File: config.mk
export PLATFORM = sky130hd
export DESIGN_NAME = message_queue_priority_waiters
export DESIGN_NICKNAME = d
export VERILOG_FILES = /design/src/hw/rtl/mqpw_pkg.sv /design/src/hw/rtl/message_queue_priority_waiters.sv
export SDC_FILE = /design/constraint.sdc
export NUM_CORES = 1
export LEC_CHECK = 0
export ABC_AREA = 1
export BUFFER_PORTS_ARGS = -buffer_cell sky130_fd_sc_hd__buf_2
export CORE_MARGIN = 4
export CORE_UTILIZATION = 64
export CTS_BUF_LIST = sky130_fd_sc_hd__clkbuf_8
export DETAILED_ROUTE_END_ITERATION = 10
export PLACE_DENSITY = 0.94
export RECOVER_POWER = 100
export REMOVE_ABC_BUFFERS = 1
export SYNTH_ARGS = -nofsm -noshare
export SYNTH_HDL_FRONTEND = slang
export SYNTH_SLANG_ARGS = --single-unit
export TNS_END_PERCENT = 5
File: constraint.sdc
create_clock -name clk_i -period 5.14 [get_ports clk_i]
set_clock_uncertainty 0.05 [all_clocks]
set_input_delay 1.285 -clock clk_i [delete_from_list [all_inputs] [get_ports clk_i]]
set_output_delay 1.285 -clock clk_i [all_outputs]
set_load 0.02 [all_outputs]
File: src/hw/rtl/mqpw_pkg.sv
// ----------------------------------------------------------------------------
// Message queue with priority waiters: package
// Request/result types, codes and default sizes.
// ----------------------------------------------------------------------------
package mqpw_pkg;

  localparam int unsigned MSG_DEPTH_DEF  = 16;
  localparam int unsigned WAIT_DEPTH_DEF = 8;

  typedef enum logic [1:0] {
    OP_SEND = 2'd0,
    OP_RECV = 2'd1,
    OP_TRY  = 2'd2
  } op_e;

  typedef enum logic [2:0] {
    ST_GOT    = 3'd0,
    ST_QUEUED = 3'd1,
    ST_EMPTY  = 3'd2,
    ST_STORED = 3'd3,
    ST_HANDED = 3'd4,
    ST_FULL   = 3'd5
  } status_e;

  typedef enum logic [1:0] {
    S_IDLE,
    S_MPOP,
    S_WPOP,
    S_WALK
  } state_e;

  typedef struct packed {
    logic [1:0]  operation;
    logic [7:0]  requester_id;
    logic [4:0]  requester_priority;
    logic [31:0] message_word;
  } req_t;

  typedef struct packed {
    status_e     status;
    logic [31:0] message_out;
    logic [7:0]  woken_thread;
    logic [4:0]  woken_priority;
  } rsp_t;

  typedef struct packed {
    logic [7:0] id;
    logic [4:0] prio;
  } waiter_t;

endpackage

File: src/hw/rtl/message_queue_priority_waiters.sv
// ----------------------------------------------------------------------------
// Message queue with priority waiters
// Kernel message queue: FIFO message ring plus a priority-sorted list of
// blocked receivers, both held in synchronous RAMs.
// ----------------------------------------------------------------------------
// Usage:
//   A request (send, blocking receive, try receive) is taken on a rising edge
//   with start_i high and busy_o low. Each request produces one result on
//   result_o, marked by result_valid_o for exactly one cycle; the receiver
//   cannot stall it. Operation code 3 is ignored and gives no result.
// Throughput:
//   - send that stores, full drops, empty try, receive queued into an empty
//     list: result the cycle after the request, busy_o stays low, so a new
//     request can be taken every cycle.
//   - receive of a stored message, send handed to a waiter: one RAM read;
//     busy_o is high in S_MPOP/S_WPOP, whose result is registered from the read word.
//   - blocking receive into a non-empty waiter list: sorted insert walks the
//     list from its tail, one entry shifted per cycle, busy_o high while in
//     S_WALK; each waiter with a larger priority number moves up a slot
//     (at most WAIT_DEPTH-1). The single waiter-RAM port pair sets this rate.
// Reset: counts and pointers clear at once; RAM contents are left as is and
//   only the entries counted from each head pointer are ever used.
// ----------------------------------------------------------------------------
module message_queue_priority_waiters #(
  parameter int unsigned MSG_DEPTH  = mqpw_pkg::MSG_DEPTH_DEF,
  parameter int unsigned WAIT_DEPTH = mqpw_pkg::WAIT_DEPTH_DEF
) (
  input  logic           clk_i,
  input  logic           rst_ni,
  input  logic           start_i,
  output logic           busy_o,
  input  mqpw_pkg::req_t req_i,
  output logic           result_valid_o,
  output mqpw_pkg::rsp_t result_o
);

  // Address and count widths (at least one bit for single-entry stores)
  localparam int unsigned MAW = (MSG_DEPTH > 1) ? $clog2(MSG_DEPTH) : 1;
  localparam int unsigned WAW = (WAIT_DEPTH > 1) ? $clog2(WAIT_DEPTH) : 1;
  localparam int unsigned MCW = $clog2(MSG_DEPTH + 1);
  localparam int unsigned WCW = $clog2(WAIT_DEPTH + 1);

  // Ring pointer helpers
  function automatic logic [MAW-1:0] m_next(input logic [MAW-1:0] p);
    return (p == MAW'(MSG_DEPTH - 1)) ? '0 : p + 1'b1;
  endfunction

  function automatic logic [WAW-1:0] w_next(input logic [WAW-1:0] p);
    return (p == WAW'(WAIT_DEPTH - 1)) ? '0 : p + 1'b1;
  endfunction

  function automatic logic [WAW-1:0] w_prev(input logic [WAW-1:0] p);
    return (p == '0) ? WAW'(WAIT_DEPTH - 1) : p - 1'b1;
  endfunction

  // Control state
  mqpw_pkg::state_e state_q, state_d;
  logic [MAW-1:0]   mhead_q, mhead_d, mtail_q, mtail_d;
  logic [MCW-1:0]   mcount_q, mcount_d;
  logic [WAW-1:0]   whead_q, whead_d, wtail_q, wtail_d;
  logic [WCW-1:0]   wcount_q, wcount_d;
  logic             res_valid_q, res_valid_d;

  // Payload registers
  mqpw_pkg::req_t   req_q, req_d;
  mqpw_pkg::rsp_t   res_q, res_d;
  logic [WAW-1:0]   cur_q, cur_d;    // write slot of the insert walk
  logic [WCW-1:0]   rem_q, rem_d;    // waiters still ahead of the slot

  // Message RAM ports
  logic [31:0]      msg_mem [MSG_DEPTH];
  logic             m_we, m_re;
  logic [MAW-1:0]   m_waddr, m_raddr;
  logic [31:0]      m_wdata, m_rdata_q;

  // Waiter RAM ports
  mqpw_pkg::waiter_t wait_mem [WAIT_DEPTH];
  logic              w_we, w_re;
  logic [WAW-1:0]    w_waddr, w_raddr;
  mqpw_pkg::waiter_t w_wdata, w_rdata_q;
  mqpw_pkg::waiter_t new_waiter;

  assign new_waiter.id   = req_q.requester_id;
  assign new_waiter.prio = req_q.requester_priority;

  // ---------------------------------------------------------------------------
  // Sequencer
  // ---------------------------------------------------------------------------
  always_comb begin
    state_d     = state_q;
    mhead_d     = mhead_q;
    mtail_d     = mtail_q;
    mcount_d    = mcount_q;
    whead_d     = whead_q;
    wtail_d     = wtail_q;
    wcount_d    = wcount_q;
    req_d       = req_q;
    cur_d       = cur_q;
    rem_d       = rem_q;
    res_valid_d = 1'b0;
    res_d       = '0;
    m_we        = 1'b0;
    m_waddr     = mtail_q;
    m_wdata     = req_i.message_word;
    m_re        = 1'b0;
    m_raddr     = mhead_q;
    w_we        = 1'b0;
    w_waddr     = wtail_q;
    w_wdata     = new_waiter;
    w_re        = 1'b0;
    w_raddr     = whead_q;

    unique case (state_q)
      mqpw_pkg::S_IDLE: begin
        if (start_i) begin
          req_d = req_i;
          unique case (req_i.operation)
            mqpw_pkg::OP_SEND: begin
              if (wcount_q != '0) begin
                // hand to the front waiter: fetch it first
                w_re    = 1'b1;
                w_raddr = whead_q;
                state_d = mqpw_pkg::S_WPOP;
              end else if (mcount_q == MCW'(MSG_DEPTH)) begin
                res_valid_d  = 1'b1;
                res_d.status = mqpw_pkg::ST_FULL;
              end else begin
                m_we         = 1'b1;
                m_waddr      = mtail_q;
                mtail_d      = m_next(mtail_q);
                mcount_d     = mcount_q + 1'b1;
                res_valid_d  = 1'b1;
                res_d.status = mqpw_pkg::ST_STORED;
              end
            end
            mqpw_pkg::OP_RECV, mqpw_pkg::OP_TRY: begin
              if (mcount_q != '0) begin
                m_re    = 1'b1;
                m_raddr = mhead_q;
                state_d = mqpw_pkg::S_MPOP;
              end else if (req_i.operation == mqpw_pkg::OP_TRY) begin
                res_valid_d  = 1'b1;
                res_d.status = mqpw_pkg::ST_EMPTY;
              end else if (wcount_q == WCW'(WAIT_DEPTH)) begin
                res_valid_d  = 1'b1;
                res_d.status = mqpw_pkg::ST_FULL;
              end else if (wcount_q == '0) begin
                // empty list: write straight into the tail slot
                w_we         = 1'b1;
                w_waddr      = wtail_q;
                w_wdata.id   = req_i.requester_id;
                w_wdata.prio = req_i.requester_priority;
                wtail_d      = w_next(wtail_q);
                wcount_d     = wcount_q + 1'b1;
                res_valid_d  = 1'b1;
                res_d.status = mqpw_pkg::ST_QUEUED;
              end else begin
                // sorted insert: start at the tail, look at the last waiter
                w_re    = 1'b1;
                w_raddr = w_prev(wtail_q);
                cur_d   = wtail_q;
                rem_d   = wcount_q;
                state_d = mqpw_pkg::S_WALK;
              end
            end
            default: ;
          endcase
        end
      end

      mqpw_pkg::S_MPOP: begin
        res_valid_d       = 1'b1;
        res_d.status      = mqpw_pkg::ST_GOT;
        res_d.message_out = m_rdata_q;
        mhead_d           = m_next(mhead_q);
        mcount_d          = mcount_q - 1'b1;
        state_d           = mqpw_pkg::S_IDLE;
      end

      mqpw_pkg::S_WPOP: begin
        res_valid_d          = 1'b1;
        res_d.status         = mqpw_pkg::ST_HANDED;
        res_d.message_out    = req_q.message_word;
        res_d.woken_thread   = w_rdata_q.id;
        res_d.woken_priority = w_rdata_q.prio;
        whead_d              = w_next(whead_q);
        wcount_d             = wcount_q - 1'b1;
        state_d              = mqpw_pkg::S_IDLE;
      end

      mqpw_pkg::S_WALK: begin
        // w_rdata_q holds the waiter just ahead of cur_q while rem_q != 0
        if ((rem_q != '0) && (req_q.requester_priority < w_rdata_q.prio)) begin
          w_we    = 1'b1;
          w_waddr = cur_q;
          w_wdata = w_rdata_q;
          cur_d   = w_prev(cur_q);
          rem_d   = rem_q - 1'b1;
          // prefetch the next one down; unused if rem_d reaches zero
          w_re    = 1'b1;
          w_raddr = w_prev(w_prev(cur_q));
        end else begin
          w_we         = 1'b1;
          w_waddr      = cur_q;
          w_wdata      = new_waiter;
          wtail_d      = w_next(wtail_q);
          wcount_d     = wcount_q + 1'b1;
          res_valid_d  = 1'b1;
          res_d.status = mqpw_pkg::ST_QUEUED;
          state_d      = mqpw_pkg::S_IDLE;
        end
      end

      default: state_d = mqpw_pkg::S_IDLE;
    endcase
  end

  // ---------------------------------------------------------------------------
  // Registers
  // ---------------------------------------------------------------------------
  always_ff @(posedge clk_i or negedge rst_ni) begin
    if (!rst_ni) begin
      state_q     <= mqpw_pkg::S_IDLE;
      mhead_q     <= '0;
      mtail_q     <= '0;
      mcount_q    <= '0;
      whead_q     <= '0;
      wtail_q     <= '0;
      wcount_q    <= '0;
      res_valid_q <= 1'b0;
    end else begin
      state_q     <= state_d;
      mhead_q     <= mhead_d;
      mtail_q     <= mtail_d;
      mcount_q    <= mcount_d;
      whead_q     <= whead_d;
      wtail_q     <= wtail_d;
      wcount_q    <= wcount_d;
      res_valid_q <= res_valid_d;
    end
  end

  always_ff @(posedge clk_i) begin
    req_q <= req_d;
    res_q <= res_d;
    cur_q <= cur_d;
    rem_q <= rem_d;
  end

  // ---------------------------------------------------------------------------
  // RAMs: one write and one registered read port each
  // ---------------------------------------------------------------------------
  always_ff @(posedge clk_i) begin
    if (m_we) begin
      msg_mem[m_waddr] <= m_wdata;
    end
    if (m_re) begin
      m_rdata_q <= msg_mem[m_raddr];
    end
  end

  always_ff @(posedge clk_i) begin
    if (w_we) begin
      wait_mem[w_waddr] <= w_wdata;
    end
    if (w_re) begin
      w_rdata_q <= wait_mem[w_raddr];
    end
  end

  assign busy_o         = (state_q != mqpw_pkg::S_IDLE);
  assign result_valid_o = res_valid_q;
  assign result_o       = res_q;

endmodule

# Yosys cells after proc, flatten, opt, wreduce, memory -nomap -nowiden
# Memories as Yosys holds them, arrays and structs flattened. A register that Yosys moved wholly into a read port is not among the register bits.
# Index checks and enable logic that the tools add are counted.
[op_classes]
addsub = 12
n_lt_le_gt_ge = 1
eq_ne = 28
n_mux = 118
n_bitwise = 2
reduce_logical = 23
[ops]
columns = ["cell", "n"]
rows = [
  ["2-to-1 mux 3 bit", 33],
  ["2-to-1 mux 13 bit", 7],
  ["2-to-1 mux 4 bit", 16],
  ["one-hot mux 32 bit (2 select lines)", 1],
  ["2-to-1 mux 1 bit", 34],
  ["one-hot mux 13 bit (2 select lines)", 1],
  ["one-hot mux 3 bit (2 select lines)", 4],
  ["AND reduction 8 bit", 3],
  ["2-to-1 mux 5 bit", 4],
  ["inequality test 2 bit (second input constant)", 10],
  ["2-to-1 mux 2 bit", 7],
  ["adder 4 x 1 -> 4 bit (second input constant)", 3],
  ["equality test 4 bit (second input constant)", 3],
  ["inequality test 4 bit (second input constant)", 3],
  ["one-hot mux 3 bit (4 select lines)", 1],
  ["one-hot mux 4 bit (3 select lines)", 1],
  ["one-hot mux 5 bit (2 select lines)", 1],
  ["AND reduction 5 bit", 2],
  ["logical NOT 3 bit", 3],
  ["subtractor 3 x 1 -> 3 bit (second input constant)", 3],
  ["one-hot mux 1 bit (2 select lines)", 4],
  ["one-hot mux 4 bit (2 select lines)", 1],
  ["nonzero test 4 bit", 2],
  ["subtractor 4 x 1 -> 4 bit (second input constant)", 2],
  ["other kinds (24)", 35],
]
[word_totals]
ff_bits = 126
mem_bits_rw = 616
output_inout_bits = 50
wordCells = 203
n_memories = 2
[memory_table]
columns = ["memory", "depth", "width", "rd", "rd_clocked_by_memory_dff", "write_ports", "line", "source"]
rows = [
  ["msg_mem", 16, 32, 1, 1, 1, "message_queue_priority_waiters.sv:71", "logic [31:0] msg_mem [MSG_DEPTH];"],
  ["wait_mem", 8, 13, 1, 1, 1, "message_queue_priority_waiters.sv:77", "mqpw_pkg::waiter_t wait_mem [WAIT_DEPTH];"],
]

# Depth between registers and ports, before layout
# Gate-level depths: netlist of the first run.
[logic_depth]
word_depth = 10
ltp_mapped = 19

# Worst setup path after synthesis of the first run
# No wires, ideal clock.
[synth_path]
path_type = "in2reg"
from = "in start_i"
to = "mem msg_mem[11][0] (enable)"
setup_time_ns = 0.421
arrival_time_ns = 4.206
t_required_ns = 4.669
slack_ns = 0.463
cell_stages = 6
n_path_buf = 0
path_cell_list = "nand2_1 -> inv_1 -> nand2_1 -> clkinv_1 -> nand2_1 -> nor2_1"
[synth_via]
elab_chain_len = 4
[synth_lines]
columns = ["item", "line", "source"]
rows = [
  ["start: declaration", "message_queue_priority_waiters.sv:30", "input logic start_i,"],
  ["2-to-1 mux 1 bit", "message_queue_priority_waiters.sv:115", "if (start_i) begin"],
  ["2-to-1 mux 1 bit", "message_queue_priority_waiters.sv:113", "unique case (state_q)"],
  ["2-to-1 mux 1 bit", "message_queue_priority_waiters.sv:254", "if (m_we) begin"],
  ["2-to-1 mux 1 bit (not written as such)", "message_queue_priority_waiters.sv:255", "msg_mem[m_waddr] <= m_wdata;"],
  ["end: declaration", "message_queue_priority_waiters.sv:71", ""],
]
# Every way passes these cells.

# Final worst setup path of the first run
[layout_path]
from = "reg state_q[1]"
to = "mem msg_mem[0][12] (enable)"
[layout_via]
elab_chain_len = 4
[layout_lines]
columns = ["item", "line", "source"]
rows = [
  ["start: declaration", "message_queue_priority_waiters.sv:57", "mqpw_pkg::state_e state_q, state_d;"],
  ["start signal: assignment", "message_queue_priority_waiters.sv:223", "state_q <= mqpw_pkg::S_IDLE;"],
  ["start signal: assignment", "message_queue_priority_waiters.sv:232", "state_q <= state_d;"],
  ["logical NOT 2 bit", "message_queue_priority_waiters.sv:113", ""],
  ["2-to-1 mux 1 bit", "message_queue_priority_waiters.sv:113", ""],
  ["2-to-1 mux 1 bit", "message_queue_priority_waiters.sv:254", ""],
  ["2-to-1 mux 1 bit (not written as such)", "message_queue_priority_waiters.sv:255", ""],
]
# Every way passes these cells.

==> flow_summary.json, run 1 <==
{
  "async_reset_ff_share_pct": 3.30,
  "post_drt_via_cell_ratio": 6.53,
  "avgSynthCellArea_um2": 12.5,
  "ys.flop_type": "edfxtp_1",
  "routedWlPerCell_um": 24.2,
  "ys_top_cells_by_count": "edfxtp_1, nand2_1, o21ai_0",
  "postRouteWirelength_mm": 80.9,
  "drt_pass1_iterations": 6,
  "grt_pass1_wl_mm": 123,
  "synthToLayoutAreaGrowth_pct": 10.1,
  "antenna_left": 0,
  "cp.required_ns": 5.36,
  "worstMarginPinSlew_ns": 2.63,
  "drc": 0,
  "rr_endpoint": "msg_mem[0][12]",
  "synth_most_common_cell": "edfxtp_1",
  "synthCells": 2495,
  "endpoint_kind": "flop",
  "postCtsSetupBuffers": 0,
  "ys_seq_area_share_pct": 73.6,
  "power.density_nw_per_um2": 567,
  "dp_hpwl_mm": 43.9,
  "clk_pin_slew_ns": 0.07,
  "period_minus_slack_ns": 4.47,
  "worst-r2r-cell-count": 9,
  "h-tree-depth": 3,
  "hold-worst-slack_ns": 0.423,
  "cts.sinks": 787,
  "min_from": "w_rdata_q[2]",
  "overflow": 0,
  "core_area_um2": 48000,
  "hold_viol": 0,
  "clock_path_buffers": 3,
  "path_class": "reg2reg",
  "status": "finished with violations",
  "clk-insertion-delay-late_ns": 0.72,
  "rsz0062_at_grt": "no",
  "port_buffers": 99,
  "cts_tree": "yes",
  "die-area_um2": 52500,
  "critPathArrivalTime_ns": 4.69,
  "drive_above_1_share_pct": 8.12,
  "synth_edf_count": 713,
  "synth_top_area_cell": "edfxtp_1",
  "n_fill_cell": 2798,
  "crit-reg2reg-launch": "state_q[1]",
  "cts-root-buf": "clkbuf_8",
  "drtIter0Drc": 3451,
  "leakage_nw": 12.4,
  "violations": "capacitance limit, slew limit",
  "synth_cell_types": 43,
  "gp_congestion": 0.847,
  "antenna_found_initial": 1,
  "hp-class": "reg2reg",
  "synth-seq-cells": 787,
  "post-route-period-util_pct": 87.1,
  "cts_made_buffers": 115,
  "dp_slack_ns": 1.01,
  "via_count": 21800,
  "die-height_um": 229,
  "synthTopCellsByArea": "edfxtp_1, nand2_1, o21ai_0, a21oi_1, dfxtp_1",
  "fmax_mhz": 223,
  "slew-limit-headroom_pct": -75.3,
  "ys_warn_count": 0,
  "synth_top_area_share_pct": 68.4,
  "start_util_pct": 65.1,
  "fin_nets": 2707,
  "r2r_slack_ns": 0.67,
  "grt_max_degree": 95,
  "setup_viol": 0,
  "holdBufCountCts": 0,
  "whs_path_depth": 2,
  "irDropWorstVdd_v": 0.000400,
  "cp_max_fo": 32,
  "ctsResizeCount": 0,
  "start_kind": "flop",
  "num_rows": 80,
  "track_usage_pct": 30.2,
  "fin_ws_ns": 0.665,
  "setup-tns-final_ns": 0,
  "min_to": "result_o[2]",
  "synthesis.area_um2": 31300,
  "die_width_um": 229,
  "drv_cap": 11,
  "grt_pass1_vias": 22000,
  "slew_violations": 383,
  "ioPinCount": 100
}
## layer usage
layer | GRT usage [%] | vias to the layer above | part of all wire [%]
li1 | - | 9236 | -
met1 | 38.0 | 10200 | 33
met2 | 50.4 | 1968 | 49
met3 | 6.65 | 405 | 12
met4 | 14.8 | 0 | 5.5
met5 | 0 | - | 0
## through the flow
step,power (mW),instance area [um2],util (%),instances
after detailed placement,14.5,32500,67.7,3120
after CTS,19.4,34700,72.3,3337
after global routing,20.4,34400,71.7,3338
after floorplan,12.3,30700,-,2354
after global placement,14.1,32500,67.7,3120
final,19.5,34400,71.7,3338
## cell usage in the layout, fill, tap and decap left out, types with 2 or more instances in the layout
master	n
xor2_1	9
dfrtp_1	24
nor2_4	6
buf_4	27
clkbuf_8	123
clkinvlp_4	2
or2_2	3
clkbuf_2	11
nand3_2	2
inv_1	233
buf_12	2
nand2_2	4
clkbuf_1	104
o21ai_0	265
dfxtp_1	48
o21a_1	2
nand2_4	2
xnor2_1	2
bufinv_16	4
a41oi_1	4
nand4_1	4
a211oi_1	2
o22ai_1	67
edfxtp_1	713
nor2_2	2
buf_2	7
inv_12	4
clkinv_2	12
clkinv_1	23
fa_1	2
o21bai_1	2
inv_2	2
nand3_1	119
nor2_1	205
nor3_1	9
a21oi_1	196
nand2_1	368
o221ai_1	64
ha_1	33
## report_power, final
part / leakage, nW / internal, mW / switching (mW)
clock: 1.32 / 2.43 / 2.39
sequential: 7.15 / 7.83 / 0.340
combinational: 3.96 / 1.73 / 4.81
total: 12.4 / 12.0 / 7.54
## worst max-delay path: stages, from the launching register on
cell and delay, ns:
dfrtp_1 0.41, inv_1 0.13, ha_1 0.49, nand2_1 0.19
clkinv_1 0.09, nand2_1 0.21, clkinv_1 0.23, nand2_1 0.21
nor2_4 0.12, clkbuf_1 1.88
## registers in the layout, summed over array words and instances, names as in the netlist
name            flops
mhead_q             4
rem_q               4
state_q             2
w_rdata_q          13
result_valid_o      1
msg_mem           512
mtail_q             4
req_q              32
wcount_q            4
wtail_q             3
cur_q               3
new_waiter         13
mcount_q            5
result_o           48
wait_mem          104
whead_q             3
m_rdata_q          32
## how the worst max path moves through the flow
stage	start	endpoint	cells after the start
CTS	state_q[0]	busy_o	4
detailed placement	req_i[45]	wait_mem[7][6]	10
global placement	req_i[45]	msg_mem[5][31]	10
finish	state_q[1]	msg_mem[0][12]	9
floorplan	mhead_q[0]	m_rdata_q[12]	6
global route	state_q[0]	w_rdata_q[0]	11
## final cells by class
class / count / area, um2 / share of cell area [%]
diodes: 1 / 2.50 / 0.00727
clock buffers: 123 / 1690 / 4.92
clock inverters: 94 / 536 / 1.56
inverters: 188 / 708 / 2.06
multi-input cells: 1379 / 6970 / 20.2
flip-flops and latches: 787 / 23000 / 66.9
well taps: 615 / 769 / 2.24
repair buffers: 151 / 723 / 2.10
## kinds of logic after synthesis
logic type | synth area share [%]
AO/OA/AOI/OAI | 10.9
XOR/XNOR | 0.308
adder cells (fa/ha/maj) | 1.45
buffers and inverters | 4.18
flip-flops | 73.6
multiplexers | 0.0360
AND/OR/NAND/NOR | 9.55
(Power assumes the default switching activity.)
==> inputs of run 2 (changes only) <==
CORE_UTILIZATION = 62   (was 64)
CTS_BUF_LIST = sky130_fd_sc_hd__clkbuf_16   (was sky130_fd_sc_hd__clkbuf_8)
PLACE_DENSITY = 0.92   (was 0.94)
==> flow_summary.json, run 2 (synthesis results as in run 1) <==
{
  "internal_power_mw": 12.6,
  "die-height_um": 233,
  "drtIter0Drc": 3371,
  "post_drt_via_cell_ratio": 6.55,
  "cp_num_buf_inv": 2,
  "dpl.cell_count": 3175,
  "endpoint_kind": "flop",
  "seq_area_um2": 23000,
  "holdBufCountCts": 0,
  "num_rows": 82,
  "postRouteWirelength_mm": 82.0,
  "antenna_left": 0,
  "dp_hpwl_mm": 45.6,
  "post-route-period-util_pct": 85.8,
  "dp_slack_ns": 1.00,
  "core_area_um2": 50000,
  "clock_path_buffers": 3,
  "overflow": 0,
  "start_kind": "flop",
  "start_util_pct": 62.6,
  "top_register": "msg_mem",
  "final_util_pct": 69.4,
  "hold-worst-slack_ns": 0.424,
  "violations": "capacitance limit, slew limit",
  "setup_viol": 0,
  "largest_reg_flops": 512,
  "port_buffers": 99,
  "hold_viol": 0,
  "clk_pin_slew_ns": 0.06,
  "fmax_mhz": 227,
  "postCtsSetupBuffers": 0,
  "period_minus_slack_ns": 4.41,
  "drive_above_1_share_pct": 6.70,
  "drv_cap": 14,
  "max_stage_delay_ns": 1.76,
  "fin_ws_ns": 0.731,
  "status": "finished with violations",
  "power.total_mw": 20.2,
  "cts_made_buffers": 76,
  "path_cells": "inv_4 > clkbuf_2 > o21ai_0 > o22ai_1 > nor2_1 > o21ai_0",
  "slew-limit-headroom_pct": -135,
  "antenna_found_initial": 2,
  "grt_pass1_wl_mm": 124,
  "final_common_cell": "edfxtp_1",
  "clk-insertion-delay-late_ns": 0.63,
  "worst_path_most_repeated_cell": "o21ai_0",
  "ioPinCount": 100,
  "cts-root-buf": "clkbuf_16",
  "synthToLayoutAreaGrowth_pct": 10.9,
  "combPwrFrac_pct": 32.6,
  "final_cells": 3317,
  "path_class": "reg2reg",
  "grt_max_degree": 119,
  "irDropWorstVdd_v": 0.000382,
  "layout_common_cells": "edfxtp_1, nand2_1, o21ai_0, nor2_1, a21oi_1",
  "drc": 0,
  "power.density_nw_per_um2": 584,
  "cp.required_ns": 5.44,
  "final_area_um2": 34700,
  "seqPwrFrac_pct": 40.5,
  "n_fill_cell": 3089,
  "ctsResizeCount": 0,
  "cts.sinks": 787,
  "worstMarginPinSlew_ns": 3.53,
  "multi_input_area_um2": 6970,
  "grt_pass1_vias": 21900,
  "gp_congestion": 0.854,
  "p_sw_share_pct": 37.7,
  "cp_top_family": "buffers and inverters",
  "rsz0062_at_grt": "no",
  "die-area_um2": 54100,
  "routedWlPerCell_um": 24.7,
  "postPlaceCellArea_um2": 32500,
  "drt_pass1_iterations": 5,
  "crit_slowest_cell": "clkbuf_2",
  "hp-class": "reg2reg",
  "track_usage_pct": 30.1,
  "die_width_um": 233,
  "fin_nets": 2666,
  "via_count": 21700,
  "cts_tree": "yes",
  "leakage_nw": 12.3,
  "cp_max_fo": 118,
  "critPathArrivalTime_ns": 4.71,
  "h-tree-depth": 3,
  "setup-tns-final_ns": 0,
  "switchingPower_mw": 7.63,
  "clkPwrFrac_pct": 26.9,
  "slew_violations": 498
}
-- run 2: cell types whose count changed in the layout (fill, tap and decap cells not counted), sizes merged --
cell / change
buf: -5
inv: -39
bufinv: +1
clkinv: +4
diode: +1
clkinvlp: +2
clkbuf: -42
-- run 2: routing by layer --
layer  share of wire [%]  GRT usage, %
met5               0.016             0
met2                  49          50.2
met1                  33          38.0
met3                  13          6.05
met4                 4.8          14.4
-- run 2: cell type report --
type,count,area share [%]
clock buffers,78,5.63
multi-input cells,1379,20.1
diodes,2,0.0144
repair buffers,149,1.97
clock inverters,62,1.42
flip-flops and latches,787,66.4
inverters,188,2.04
well taps,672,2.42
-- run 2: power by group through the flow --
| stage | Sequential [mW] | Clock (mW) | Combinational, mW |
|---|---|---|---|
| after global routing | 8.22 | 5.77 | 7.09 |
| after global placement | 8.26 | 0 | 5.88 |
| after detailed placement | 8.28 | 0 | 6.31 |
| after CTS | 8.16 | 5.45 | 6.45 |
| after floorplan | 8.49 | 0 | 3.78 |
| final | 8.19 | 5.45 | 6.60 |
-- run 2: worst paths after layout --
kind / from / endpoint / slack, ns / depth (start not counted)
worst max register to register: mhead_q[0] / m_rdata_q[27] / 0.73 / 6
max in group asynchronous: rst_ni / mhead_q[1] / 2.97 / 1
worst min-delay path: w_rdata_q[10] / result_o[10] / 0.42 / 2
worst max-delay path: mhead_q[0] / m_rdata_q[27] / 0.73 / 6
min in group asynchronous: rst_ni / mtail_q[3] / 0.98 / 1
worst min register to register: w_rdata_q[10] / result_o[10] / 0.42 / 2
-- run 2: tightest hold or removal path, cell delays in order, from the launching register on --
cell and delay [ns]:
edfxtp_1 0.35, nand2_1 0.06, inv_1 0.04
